## config.mk

```make
export PLATFORM = sky130hd
export DESIGN_NAME = filterbank_sample_quantise_pack_core_flat
export DESIGN_NICKNAME = d
export VERILOG_FILES = /design/src/rtl/fsqp_pkg.sv /design/src/rtl/fsqp_if.sv /design/src/rtl/fsqp_cell.sv /design/src/rtl/fsqp_pack.sv /design/src/rtl/filterbank_sample_quantise_pack_core.sv /design/src/flat_wrapper.sv
export SDC_FILE = /design/constraint.sdc
export NUM_CORES = 2
export LEC_CHECK = 0
export ABC_AREA = 1
export BUFFER_PORTS_ARGS = -buffer_cell sky130_fd_sc_hd__buf_2
export CORE_UTILIZATION = 39
export CTS_BUF_LIST = sky130_fd_sc_hd__clkbuf_8 sky130_fd_sc_hd__clkbuf_16
export DETAILED_ROUTE_END_ITERATION = 10
export PLACE_DENSITY_LB_ADDON = 0.3
export SYNTH_ARGS = -nofsm -noshare
export SYNTH_HDL_FRONTEND = slang
export SYNTH_SLANG_ARGS = --single-unit
```

## constraint.sdc

```tcl
create_clock -name clk_i -period 14.53 [get_ports clk_i]
set_input_delay 1.453 -clock clk_i [delete_from_list [all_inputs] [get_ports clk_i]]
set_output_delay 1.453 -clock clk_i [all_outputs]
set_load 0.03 [all_outputs]
```

## src/rtl/fsqp_pkg.sv

```systemverilog
`timescale 1ns / 1ps
// ----------------------------------------------------------------------------
// fsqp_pkg: shared types and constants of the filterbank quantiser and packer
// Widths of the sample, code, packed word and running sums, the register
// indexes of the configuration port and the record that moves along the
// row of divider cells.
// ----------------------------------------------------------------------------
package fsqp_pkg;

  localparam int unsigned WORD_BITS   = 32;
  localparam int unsigned SAMPLE_BITS = 16;
  localparam int unsigned FRAC_BITS   = 8;
  localparam int unsigned CODE_W      = 16;   // widest code: 2^4 bits
  localparam int unsigned CELL_COUNT  = CODE_W;
  localparam int unsigned LG_W        = 3;
  localparam int unsigned LG_MAX      = 4;
  localparam int unsigned NBITS_W     = 5;
  localparam int unsigned SLOT_W      = 5;
  localparam int unsigned DEV_W       = CODE_W + 1;
  localparam int unsigned SQ_W        = 2 * DEV_W;
  localparam int unsigned CODE_SUM_W  = 48;
  localparam int unsigned DEV_SUM_W   = 64;
  localparam int unsigned CFG_IDX_W   = 2;
  localparam int unsigned CFG_DATA_W  = 16;

  // Configuration register indexes
  typedef enum logic [CFG_IDX_W-1:0] {
    CFG_CLIP_LOW  = 2'd0,
    CFG_CLIP_HIGH = 2'd1,
    CFG_BITS_LOG2 = 2'd2
  } cfg_idx_e;

  // One item on its way through the divider row
  typedef struct packed {
    logic                    valid;
    logic                    last;
    logic                    full;   // sample at or above the upper clip
    logic                    empty;  // range empty or inverted
    logic [SAMPLE_BITS-1:0]  rem;
    logic [CODE_W-1:0]       quo;
  } cell_t;

endpackage

```

## src/rtl/fsqp_if.sv

```systemverilog
`timescale 1ns / 1ps
// ----------------------------------------------------------------------------
// fsqp_in_if / fsqp_out_if: valid/ready channels of the quantiser
// A transfer happens at a rising edge with valid and ready both high.
// ----------------------------------------------------------------------------
interface fsqp_in_if;
  logic               valid;
  logic               ready;
  logic signed [15:0] sample;
  logic               last_channel;

  modport source (output valid, output sample, output last_channel, input ready);
  modport sink   (input valid, input sample, input last_channel, output ready);
endinterface

interface fsqp_out_if;
  logic        valid;
  logic        ready;
  logic [31:0] packed_word;
  logic        spectrum_end;
  logic [47:0] code_sum;
  logic [63:0] deviation_sq_sum;

  modport source (output valid, output packed_word, output spectrum_end,
                  output code_sum, output deviation_sq_sum, input ready);
  modport sink   (input valid, input packed_word, input spectrum_end,
                  input code_sum, input deviation_sq_sum, output ready);
endinterface

```

## src/rtl/fsqp_cell.sv

```systemverilog
`timescale 1ns / 1ps
// ----------------------------------------------------------------------------
// fsqp_cell: one restoring division step
// Doubles the partial remainder, subtracts the clip range where it fits and
// shifts one quotient bit in. An inactive cell hands its item on unchanged.
// ----------------------------------------------------------------------------
module fsqp_cell (
  input  logic                                 clk_i,
  input  logic                                 rst_ni,
  input  logic                                 adv_i,
  input  logic                                 active_i,
  input  logic [fsqp_pkg::SAMPLE_BITS-1:0]     range_i,
  input  fsqp_pkg::cell_t                      up_i,
  output fsqp_pkg::cell_t                      dn_o
);
  import fsqp_pkg::*;

  logic [SAMPLE_BITS:0]   rem2;
  logic [SAMPLE_BITS:0]   diff;
  logic                   fits;
  cell_t                  nxt;
  cell_t                  cur_q;

  // Trial subtraction
  always_comb begin
    rem2 = {up_i.rem, 1'b0};
    diff = rem2 - {1'b0, range_i};
    fits = (rem2 >= {1'b0, range_i});
    nxt  = up_i;
    if (active_i) begin
      nxt.rem = fits ? diff[SAMPLE_BITS-1:0] : rem2[SAMPLE_BITS-1:0];
      nxt.quo = {up_i.quo[CODE_W-2:0], fits};
    end
  end

  // Advance the item, clear it on reset
  always_ff @(posedge clk_i or negedge rst_ni) begin
    if (!rst_ni) begin
      cur_q <= '0;
    end else if (adv_i) begin
      cur_q <= nxt;
    end
  end

  assign dn_o = cur_q;

endmodule

```

## src/rtl/fsqp_pack.sv

```systemverilog
`timescale 1ns / 1ps
// ----------------------------------------------------------------------------
// fsqp_pack: code fix-up, squared deviation and word packing
// Saturates the quotient into a code, squares its distance from mid-scale,
// ORs the code into the partial word, keeps both running sums and holds the
// finished word in the output register.
// ----------------------------------------------------------------------------
module fsqp_pack (
  input  logic                           clk_i,
  input  logic                           rst_ni,
  input  logic [fsqp_pkg::LG_W-1:0]      lg_i,
  input  fsqp_pkg::cell_t                tail_i,
  output logic                           adv_o,
  fsqp_out_if.source                     out_o
);
  import fsqp_pkg::*;

  logic [NBITS_W-1:0]      nbits;
  logic [CODE_W-1:0]       mask;
  logic [CODE_W-1:0]       code_d;
  logic [DEV_W-1:0]        twice;
  logic [DEV_W-1:0]        mid;
  logic [DEV_W-1:0]        dev_d;

  logic                    c_valid_q;
  logic                    c_last_q;
  logic [CODE_W-1:0]       c_code_q;
  logic [DEV_W-1:0]        c_dev_q;

  logic                    m_valid_q;
  logic                    m_last_q;
  logic [CODE_W-1:0]       m_code_q;
  logic [SQ_W-1:0]         m_sq_q;

  logic [WORD_BITS-1:0]    word_q;
  logic [SLOT_W-1:0]       slot_q;
  logic [CODE_SUM_W-1:0]   ctot_q;
  logic [DEV_SUM_W-1:0]    dtot_q;

  logic                    ovalid_q;
  logic [WORD_BITS-1:0]    oword_q;
  logic                    oend_q;
  logic [CODE_SUM_W-1:0]   osum_q;
  logic [DEV_SUM_W-1:0]    odev_q;

  logic [8:0]              pos;
  logic [SLOT_W:0]         slot_inc;
  logic [9:0]              fill;
  logic                    emit;
  logic [WORD_BITS-1:0]    word_d;
  logic [CODE_SUM_W:0]     csum;
  logic [DEV_SUM_W:0]      dsum;
  logic [CODE_SUM_W-1:0]   ctot_d;
  logic [DEV_SUM_W-1:0]    dtot_d;

  // Whole row moves unless a finished word is still waiting
  assign adv_o = !ovalid_q || out_o.ready;

  // Code fix-up and distance from mid-scale
  always_comb begin
    nbits = NBITS_W'(1) << lg_i;
    mask  = {CODE_W{1'b1}} >> (NBITS_W'(CODE_W) - nbits);
    if (tail_i.empty) begin
      code_d = '0;
    end else if (tail_i.full) begin
      code_d = mask;
    end else begin
      code_d = tail_i.quo & mask;
    end
    twice = {code_d, 1'b0};
    mid   = {1'b0, mask};
    dev_d = (twice >= mid) ? (twice - mid) : (mid - twice);
  end

  // Packing and saturating sums
  always_comb begin
    pos      = 9'(slot_q) << lg_i;
    slot_inc = (SLOT_W+1)'(slot_q) + (SLOT_W+1)'(1);
    fill     = 10'(slot_inc) << lg_i;
    emit     = m_last_q || (fill >= 10'(WORD_BITS));
    word_d   = word_q;
    if (pos < 9'(WORD_BITS)) begin
      word_d = word_q | (WORD_BITS'(m_code_q) << pos[4:0]);
    end
    csum   = {1'b0, ctot_q} + (CODE_SUM_W+1)'(m_code_q);
    dsum   = {1'b0, dtot_q} + (DEV_SUM_W+1)'(m_sq_q);
    ctot_d = csum[CODE_SUM_W] ? {CODE_SUM_W{1'b1}} : csum[CODE_SUM_W-1:0];
    dtot_d = dsum[DEV_SUM_W] ? {DEV_SUM_W{1'b1}} : dsum[DEV_SUM_W-1:0];
  end

  // Stage valid flags
  always_ff @(posedge clk_i or negedge rst_ni) begin
    if (!rst_ni) begin
      c_valid_q <= 1'b0;
      m_valid_q <= 1'b0;
    end else if (adv_o) begin
      c_valid_q <= tail_i.valid;
      m_valid_q <= c_valid_q;
    end
  end

  // Stage payloads: code, then square
  always_ff @(posedge clk_i) begin
    if (adv_o) begin
      c_last_q <= tail_i.last;
      c_code_q <= code_d;
      c_dev_q  <= dev_d;
      m_last_q <= c_last_q;
      m_code_q <= c_code_q;
      m_sq_q   <= SQ_W'(c_dev_q) * SQ_W'(c_dev_q);
    end
  end

  // Partial word, slot count and running sums
  always_ff @(posedge clk_i or negedge rst_ni) begin
    if (!rst_ni) begin
      word_q   <= '0;
      slot_q   <= '0;
      ctot_q   <= '0;
      dtot_q   <= '0;
      ovalid_q <= 1'b0;
    end else if (adv_o) begin
      ovalid_q <= m_valid_q && emit;
      if (m_valid_q) begin
        ctot_q <= ctot_d;
        dtot_q <= dtot_d;
        if (emit) begin
          word_q <= '0;
          slot_q <= '0;
        end else begin
          word_q <= word_d;
          slot_q <= slot_inc[SLOT_W-1:0];
        end
      end
    end
  end

  // Load the output register
  always_ff @(posedge clk_i) begin
    if (adv_o && m_valid_q && emit) begin
      oword_q <= word_d;
      oend_q  <= m_last_q;
      osum_q  <= ctot_d;
      odev_q  <= dtot_d;
    end
  end

  assign out_o.valid            = ovalid_q;
  assign out_o.packed_word      = oword_q;
  assign out_o.spectrum_end     = oend_q;
  assign out_o.code_sum         = osum_q;
  assign out_o.deviation_sq_sum = odev_q;

  // A closed word restarts at slot zero
  a_slot_clear: assert property (@(posedge clk_i) disable iff (!rst_ni)
    adv_o && m_valid_q && emit |=> slot_q == '0)
    else $error("slot count not cleared after word");

  // Running sums never fall
  a_sum_mono: assert property (@(posedge clk_i) disable iff (!rst_ni)
    (ctot_q >= $past(ctot_q)) && (dtot_q >= $past(dtot_q)))
    else $error("running sum decreased");

  // Codes stay within the configured width
  a_code_range: assert property (@(posedge clk_i) disable iff (!rst_ni)
    c_valid_q |-> (c_code_q & ~mask) == '0)
    else $error("code exceeds bit width");

  // A word only appears from an item in the packing stage
  a_out_src: assert property (@(posedge clk_i) disable iff (!rst_ni)
    $rose(ovalid_q) |-> $past(m_valid_q))
    else $error("word without an item");

endmodule

```

## src/rtl/filterbank_sample_quantise_pack_core.sv

```systemverilog
`timescale 1ns / 1ps
// ----------------------------------------------------------------------------
// filterbank_sample_quantise_pack_core: n-bit quantiser and word packer
// Clips each channel sample, quantises it by restoring division through a
// row of sixteen cells and packs the codes into 32-bit words.
// ----------------------------------------------------------------------------
// The block takes one sample transfer per cycle while the output is not
// stalled and hands each word out through one input stage, sixteen
// division cells (one quotient bit each, unused cells pass the item on),
// a code stage, a squaring stage and the packing stage that loads the
// output register. While a finished word waits for its transfer the whole
// row holds, so input ready follows output ready. Configuration writes
// take effect at once and belong to times when no samples are in flight.
module filterbank_sample_quantise_pack_core (
  input  logic                                clk_i,
  input  logic                                rst_ni,
  input  logic                                cfg_we_i,
  input  logic [fsqp_pkg::CFG_IDX_W-1:0]      cfg_idx_i,
  input  logic [fsqp_pkg::CFG_DATA_W-1:0]     cfg_wdata_i,
  fsqp_in_if.sink                             in_i,
  fsqp_out_if.source                          out_o
);
  import fsqp_pkg::*;

  logic signed [SAMPLE_BITS-1:0] clip_low_q;
  logic signed [SAMPLE_BITS-1:0] clip_high_q;
  logic [LG_W-1:0]               bits_log2_q;

  logic [LG_W-1:0]               lg;
  logic [NBITS_W-1:0]            nbits;
  logic signed [SAMPLE_BITS:0]   range_w;
  logic                          empty;
  logic signed [SAMPLE_BITS-1:0] xc;
  logic signed [SAMPLE_BITS:0]   diff_w;
  logic                          adv;
  cell_t                         s_d;
  cell_t                         s_q;
  cell_t                         chain [CELL_COUNT+1];

  // Configuration registers
  always_ff @(posedge clk_i or negedge rst_ni) begin
    if (!rst_ni) begin
      clip_low_q  <= -16'sd1792;
      clip_high_q <= 16'sd1792;
      bits_log2_q <= LG_W'(1);
    end else if (cfg_we_i) begin
      unique case (cfg_idx_i)
        CFG_CLIP_LOW:  clip_low_q  <= cfg_wdata_i;
        CFG_CLIP_HIGH: clip_high_q <= cfg_wdata_i;
        CFG_BITS_LOG2: bits_log2_q <= cfg_wdata_i[LG_W-1:0];
        default: ;
      endcase
    end
  end

  // Bit width and clip range
  always_comb begin
    lg      = (bits_log2_q > LG_W'(LG_MAX)) ? LG_W'(LG_MAX) : bits_log2_q;
    nbits   = NBITS_W'(1) << lg;
    range_w = {clip_high_q[SAMPLE_BITS-1], clip_high_q}
            - {clip_low_q[SAMPLE_BITS-1], clip_low_q};
    empty   = (clip_high_q <= clip_low_q);
  end

  // Clip the sample and take its offset from the lower level
  always_comb begin
    if (in_i.sample < clip_low_q) begin
      xc = clip_low_q;
    end else if (in_i.sample > clip_high_q) begin
      xc = clip_high_q;
    end else begin
      xc = in_i.sample;
    end
    diff_w = {xc[SAMPLE_BITS-1], xc} - {clip_low_q[SAMPLE_BITS-1], clip_low_q};
  end

  assign in_i.ready = adv;

  // Build the item for the input stage
  always_comb begin
    s_d.valid = in_i.valid;
    s_d.last  = in_i.last_channel;
    s_d.full  = (in_i.sample >= clip_high_q);
    s_d.empty = empty;
    s_d.rem   = diff_w[SAMPLE_BITS-1:0];
    s_d.quo   = '0;
  end

  // Input stage
  always_ff @(posedge clk_i or negedge rst_ni) begin
    if (!rst_ni) begin
      s_q <= '0;
    end else if (adv) begin
      s_q <= s_d;
    end
  end

  assign chain[0] = s_q;

  // Row of division cells
  for (genvar k = 0; k < CELL_COUNT; k++) begin : g_cell
    logic act;
    assign act = (NBITS_W'(k) < nbits);
    fsqp_cell u_cell (
      .clk_i    (clk_i),
      .rst_ni   (rst_ni),
      .adv_i    (adv),
      .active_i (act),
      .range_i  (range_w[SAMPLE_BITS-1:0]),
      .up_i     (chain[k]),
      .dn_o     (chain[k+1])
    );
  end

  // Code, square and pack
  fsqp_pack u_pack (
    .clk_i  (clk_i),
    .rst_ni (rst_ni),
    .lg_i   (lg),
    .tail_i (chain[CELL_COUNT]),
    .adv_o  (adv),
    .out_o  (out_o)
  );

endmodule

```

## src/flat_wrapper.sv

```systemverilog
// flat-port wrapper written by rule: the top's interface ports become plain ports
module filterbank_sample_quantise_pack_core_flat import fsqp_pkg::*;
  (clk_i, rst_ni, cfg_we_i, cfg_idx_i, cfg_wdata_i, in_i_valid, in_i_sample, in_i_last_channel, in_i_ready, out_o_valid, out_o_packed_word, out_o_spectrum_end, out_o_code_sum, out_o_deviation_sq_sum, out_o_ready);
  fsqp_in_if in_i_i ();
  fsqp_out_if out_o_i ();
  input  logic clk_i;
  input  logic rst_ni;
  input  logic cfg_we_i;
  input  logic [fsqp_pkg::CFG_IDX_W-1:0] cfg_idx_i;
  input  logic [fsqp_pkg::CFG_DATA_W-1:0] cfg_wdata_i;
  input wire logic [$bits(in_i_i.valid)-1:0] in_i_valid;
  input wire logic [$bits(in_i_i.sample)-1:0] in_i_sample;
  input wire logic [$bits(in_i_i.last_channel)-1:0] in_i_last_channel;
  output wire logic [$bits(in_i_i.ready)-1:0] in_i_ready;
  output wire logic [$bits(out_o_i.valid)-1:0] out_o_valid;
  output wire logic [$bits(out_o_i.packed_word)-1:0] out_o_packed_word;
  output wire logic [$bits(out_o_i.spectrum_end)-1:0] out_o_spectrum_end;
  output wire logic [$bits(out_o_i.code_sum)-1:0] out_o_code_sum;
  output wire logic [$bits(out_o_i.deviation_sq_sum)-1:0] out_o_deviation_sq_sum;
  input wire logic [$bits(out_o_i.ready)-1:0] out_o_ready;
  assign in_i_i.valid = in_i_valid;
  assign in_i_i.sample = in_i_sample;
  assign in_i_i.last_channel = in_i_last_channel;
  assign in_i_ready = in_i_i.ready;
  assign out_o_valid = out_o_i.valid;
  assign out_o_packed_word = out_o_i.packed_word;
  assign out_o_spectrum_end = out_o_i.spectrum_end;
  assign out_o_code_sum = out_o_i.code_sum;
  assign out_o_deviation_sq_sum = out_o_i.deviation_sq_sum;
  assign out_o_i.ready = out_o_ready;
  filterbank_sample_quantise_pack_core u_core (.clk_i(clk_i), .rst_ni(rst_ni), .cfg_we_i(cfg_we_i), .cfg_idx_i(cfg_idx_i), .cfg_wdata_i(cfg_wdata_i), .in_i(in_i_i), .out_o(out_o_i));
endmodule
```

# Word level (Yosys, flattened, before mapping)
# Index checks and enable logic that the tools add are counted.
dict set report op_classes {
  n_addsub 23
  magnitude_cmp 40
  eq_ne 2
  mux 42
  bitwise 2
  n_reduce_logical 11
  shifts 5
  n_mul 1
}
# cell n
set op_table {}
lappend op_table {{$mux 32} 17}
lappend op_table {{$mux 16} 20}
lappend op_table {{$ge 17x16->1} 17}
lappend op_table {{$sub 16x16->16} 17}
lappend op_table {{$add 64x34->65} 1}
lappend op_table {{$mux 64} 1}
lappend op_table {{$add 48x16->49} 1}
lappend op_table {{$mux 48} 1}
lappend op_table {{$lt 4x5->1 const A} 8}
lappend op_table {{$mul 17x17->34} 1}
lappend op_table {{$or 32x32->32} 1}
lappend op_table {{$shl 16x5->32} 1}
lappend op_table {{$lt 3x5->1 const A} 4}
lappend op_table {{$mux 17} 1}
lappend op_table {{$sub 16x17->17} 1}
lappend op_table {{$sub 17x16->17} 1}
lappend op_table {{$and 16x16->16} 1}
lappend op_table {{$ge 16x16->1} 1}
lappend op_table {{$gt 16x16->1} 1}
lappend op_table {{$le 16x16->1} 1}
lappend op_table {{$lt 16x16->1} 1}
lappend op_table {{$shr 16x5->16 const A} 1}
lappend op_table {{$ge 10x6->1 const B} 1}
lappend op_table {{$lt 1x5->1 const A} 2}
lappend op_table {{17 further kinds} 24}
dict set report totals {
  out_inout_bits 147
  in_bits 40
  wordCells 246
  reg_bits 997
}

# Logic depth before layout (Yosys ltp)
dict set report depth {
  ltp_word 10
  ltp_mapped 30
  depth_no_buf 30
}

# By module
# From an unflattened synthesis, not the netlist that was laid out.
dict set report hier_totals {
  hier_cells 12297
  hier_area_um2 86360.3
}
# mod cells_per_inst instances area_per_inst_um2
set modules_own_cells {}
lappend modules_own_cells {fsqp_cell 461 16 3089.2}
lappend modules_own_cells {fsqp_pack 4261 1 32184.6}
lappend modules_own_cells {filterbank_sample_quantise_pack_core 660 1 4748.3}

# Worst setup path after synthesis
# Ideal clock, no wire load.
dict set report synth_path {
  path_kind {input to output}
  startpoint {input port out_o_ready}
  endpoint {output port in_i_ready}
  stages 4
  required_ns 13.077
  arrival_time_ns 4.567
  path_slack_ns 8.510
  path_cell_list {nor2_1 -> clkinv_1 -> clkbuf_1 -> clkbuf_1}
}
dict set report synth_between {
  elab_chain_len 1
}
# element line_no
set synth_lines {}
lappend synth_lines {{start: declaration} flat_wrapper.sv:20} ;# input wire logic [$bits(out_o_i.ready)-1:0] out_o_ready;
lappend synth_lines {{$logic_or 1x1->1} fsqp_pack.sv:57} ;# assign adv_o = !ovalid_q || out_o.ready;
lappend synth_lines {{end: declaration} flat_wrapper.sv:14} ;# output wire logic [$bits(in_i_i.ready)-1:0] in_i_ready;
# Every way passes these cells.

# Worst setup path after layout
dict set report layout_path {
  startpoint {register u_core.u_pack.c_dev_q[3]}
  endpoint {register u_core.u_pack.m_sq_q[26] (data pin)}
}
dict set report layout_between {
  elab_chain_len 1
}
# element line_no
set layout_lines {}
lappend layout_lines {{start: declaration} fsqp_pack.sv:28} ;# logic [DEV_W-1:0] c_dev_q;
lappend layout_lines {{start signal: assignment} fsqp_pack.sv:107} ;# c_dev_q <= dev_d;
lappend layout_lines {{$mul 17x17->34} fsqp_pack.sv:110} ;# m_sq_q <= SQ_W'(c_dev_q) * SQ_W'(c_dev_q);
lappend layout_lines {{end signal: assignment} fsqp_pack.sv:110}
lappend layout_lines {{end: declaration} fsqp_pack.sv:33} ;# logic [SQ_W-1:0] m_sq_q;
# Every way passes these cells.
# A chain may end at the register's enable or synchronous reset.

==> reports/metrics.csv <==
metric;value;unit
final worst path period need;6.39;ns
outcome;completed;
post-synthesis sequential area ratio;34.0;%
GP Congestion;0.935;
number of I/O port buffers;186;
setup TNS;0;ns
Slew headroom;24.4;%
largest net degree at the start of global routing;223;
simple-gate share of the synthesized area;22.1;%
#FFs+latches synth;876;
final setup fails;0;
Resized Gates After CTS;0;
Worst Setup SP;u_core.u_pack.c_dev_q[3];
n_diodes;0;
multiplexer share of the synthesized area;0.0313;%
hold depth;0;
Die Wd;419;um
CTS root buf;clkbuf_16;
Avg Inst Size Synth;7.46;sq um
EDFF count, synth;229;
Yosys warning total;0;
vias in the first global route;58105;
area of the core;0.172;sq mm
initial antenna violation count;0;
R2R cell count;21;
Register Area;0.0231;sq mm
Worst Skew;0.0650;ns
Final Hold Viols;0;
share of cells above drive strength 1;5.87;%
DR DRC count;0;
CTS sink cnt;876;
critical path endpoint category;flip-flop;
Fmax;0.156;GHz
first-pass GRT wire length;313000;um
Least-Margin Pin Slew;1.13;ns
worst reg2reg path endpoint;u_core.u_pack.m_sq_q[26];
DRT Pass-1 Iters;6;
fin. max-slew vios;0;
Synth Flop Type;dfrtp_1;
post-detailed-route wirelength per cell;17.1;um
Multi-input gate area;0.0389;sq mm
CP arrival;6.86;ns
via density per instance;5.21;
Worst-path clk slew;0.06;ns
WL final;197000;um
post-synthesis adder-cell area fraction;15.6;%
area fraction in compound gates after synthesis;15.8;%
worst hold path endpoint;u_core.u_pack.m_code_q[3];
Die H;419;um
Util after Layout;43.2;%
via count;59955;
CTS max path bufs;3;
gr ovfl total;0;
Hold Path Class;reg -> reg;
Inserted Clock Buffers;102;
fraction of registers with async set/reset;73.9;%
CP required;15.00;ns
Setup crit start kind;flip-flop;
largest family of logic cells by synthesized area;simple AND/OR/NAND/NOR gates;
num ports;187;
Netlist cell types;60;
mapped cell area;0.0679;sq mm
starting density of the core;39.4;%
Worst-Skew Late Latency;0.76;ns
Synth Net Count;9867;
Core Rows;152;
RSZ-0062 raised after global routing;no;
fin crit share;44.0;%
Setup Buffers After CTS;0;
hold wc startpoint;u_core.u_pack.c_code_q[3];
Mapped Cells;9105;
Post-DRT Antenna Nets;0;
Overall Global Routing Usage;22.1;%
RR Startpoint;u_core.u_pack.c_dev_q[3];
CTS tree;yes;
CTS H-tree lvls;3;
Max-Cap Viols;0;
initial drt markers;4179;
dpl hpwl;144000;um
area of the die;0.176;sq mm
hold_buf cts;0;
Synth Area in XOR/XNOR;3.60;%
crit path max fanout;18;
crit path kind;reg -> reg;
Final #Nets;9863;
synth-to-layout area growth;9.65;%
layout filler cell count;17657;
R2R Setup Slk;8.14;ns
area by class of cell:
| cell class | instances | share of cell area (%) |
|---|---|---|
| flip-flops and latches | 876 | 31.0 |
| clock inverters | 74 | 0.968 |
| repair buffers | 232 | 1.81 |
| multi-input cells | 6643 | 52.3 |
| inverters | 1246 | 6.31 |
| well taps | 2310 | 3.88 |
| clock buffers | 118 | 3.75 |
worst max-delay path, stage by stage (launching register included):
cell and delay, ns:
edfxtp_1 0.85, nand2_1 0.22, inv_1 0.13, fa_1 0.42, inv_1 0.08, fa_1 0.44
fa_1 0.53, inv_1 0.06, fa_1 0.48, fa_1 0.56, inv_1 0.06, fa_1 0.53
inv_1 0.04, ha_1 0.37, nand2_1 0.12, nor2_1 0.12, inv_1 0.04, o21ai_0 0.37
a21oi_1 0.18, o21bai_1 0.26, a21oi_1 0.12, xnor2_1 0.14
per-stage QoR:
stage               setup slack (ns)  hold slack, ns  instances  cell area (sq um)
global route                    7.75           0.403      11499              74400
detailed placement              8.16           0.405      11307              70900
global placement                8.18           0.403      11307              70900
CTS                             8.13           0.394      11499              74400
finish                          8.14           0.388      11499              74400
floorplan                       8.51           0.400       9105              67900
cell usage after synthesis (65+ instances only):
cell,number,area share (%)
fa_1,211,6.2
ha_1,511,9.4
clkbuf_1,261,1.4
xor2_1,177,2.3
a31oi_1,65,0.60
edfxtp_1,229,10
nor2_1,563,3.1
dfrtp_1,637,23
o211ai_1,78,0.86
nor3_1,94,0.69
xnor2_1,102,1.3
nand3_1,432,3.2
inv_1,1233,6.8
o21ai_0,850,6.3
a21oi_1,733,5.4
nand2_1,2388,13
sequential cells by signal, summed over array words and instances (netlist names), 32 cells and up:
| register | count |
|---|---|
| u_core.u_pack.ctot_q | 48 |
| u_core.u_pack.out_o.deviation_sq_sum | 64 |
| u_core.u_pack.out_o.packed_word | 32 |
| u_core.g_cell.u_cell.dn_o | 440 |
| u_core.u_pack.out_o.code_sum | 48 |
| u_core.u_pack.m_sq_q | 33 |
| u_core.u_pack.word_q | 32 |
| u_core.u_pack.dtot_q | 64 |
placed cells by master, fill, tap and decap left out, types with 12 or more instances in the layout:
master     instances
a221oi_1          18
nand2_1         2387
nand3_1          431
a31oi_1           65
o211ai_1          78
nand4_1           63
a21oi_1          733
inv_1           1243
nor4_1            23
xnor2_1           96
or2_2             62
dfrtp_1          636
nor3_1            94
xor2_1           169
clkbuf_16        104
fa_1             211
edfxtp_1         229
a21o_1            56
inv_2             12
o21ai_1           30
ha_1             510
o21bai_1          50
nor2_1           560
nand3b_1          21
buf_4             41
buf_2            185
clkbuf_8          14
clkinv_2          20
a21boi_0          32
o21ai_0          850
worst max-delay path by stage:
stage	to	slack, ns	depth (start not counted)
after floorplan	in_i_ready	8.51	4
after global placement	u_core.u_pack.m_sq_q[28]	8.18	21
after detailed placement	u_core.u_pack.m_sq_q[26]	8.16	21
after CTS	u_core.u_pack.m_sq_q[26]	8.13	21
after global routing	u_core.u_pack.m_sq_q[26]	7.75	21
final	u_core.u_pack.m_sq_q[26]	8.14	21
cell families after synthesis:
| kind of cell | after synthesis |
|---|---|
| simple gates | 3672 |
| buf+inv | 1586 |
| compound gates | 1968 |
| flops | 876 |
| fa+ha+maj | 722 |
| xor+xnor | 279 |
| mux | 2 |
layer usage:
metal	GRT usage (%)	vias up	routed length [um]
met5	0	-	0
met4	7.84	0	7300
met3	2.41	365	8040
met2	37.9	1358	94000
met1	28.8	28499	87400
li1	-	29733	-
Power is not shown: default switching activity piles up to over one toggle a cycle in this logic, so the estimate is an artifact.
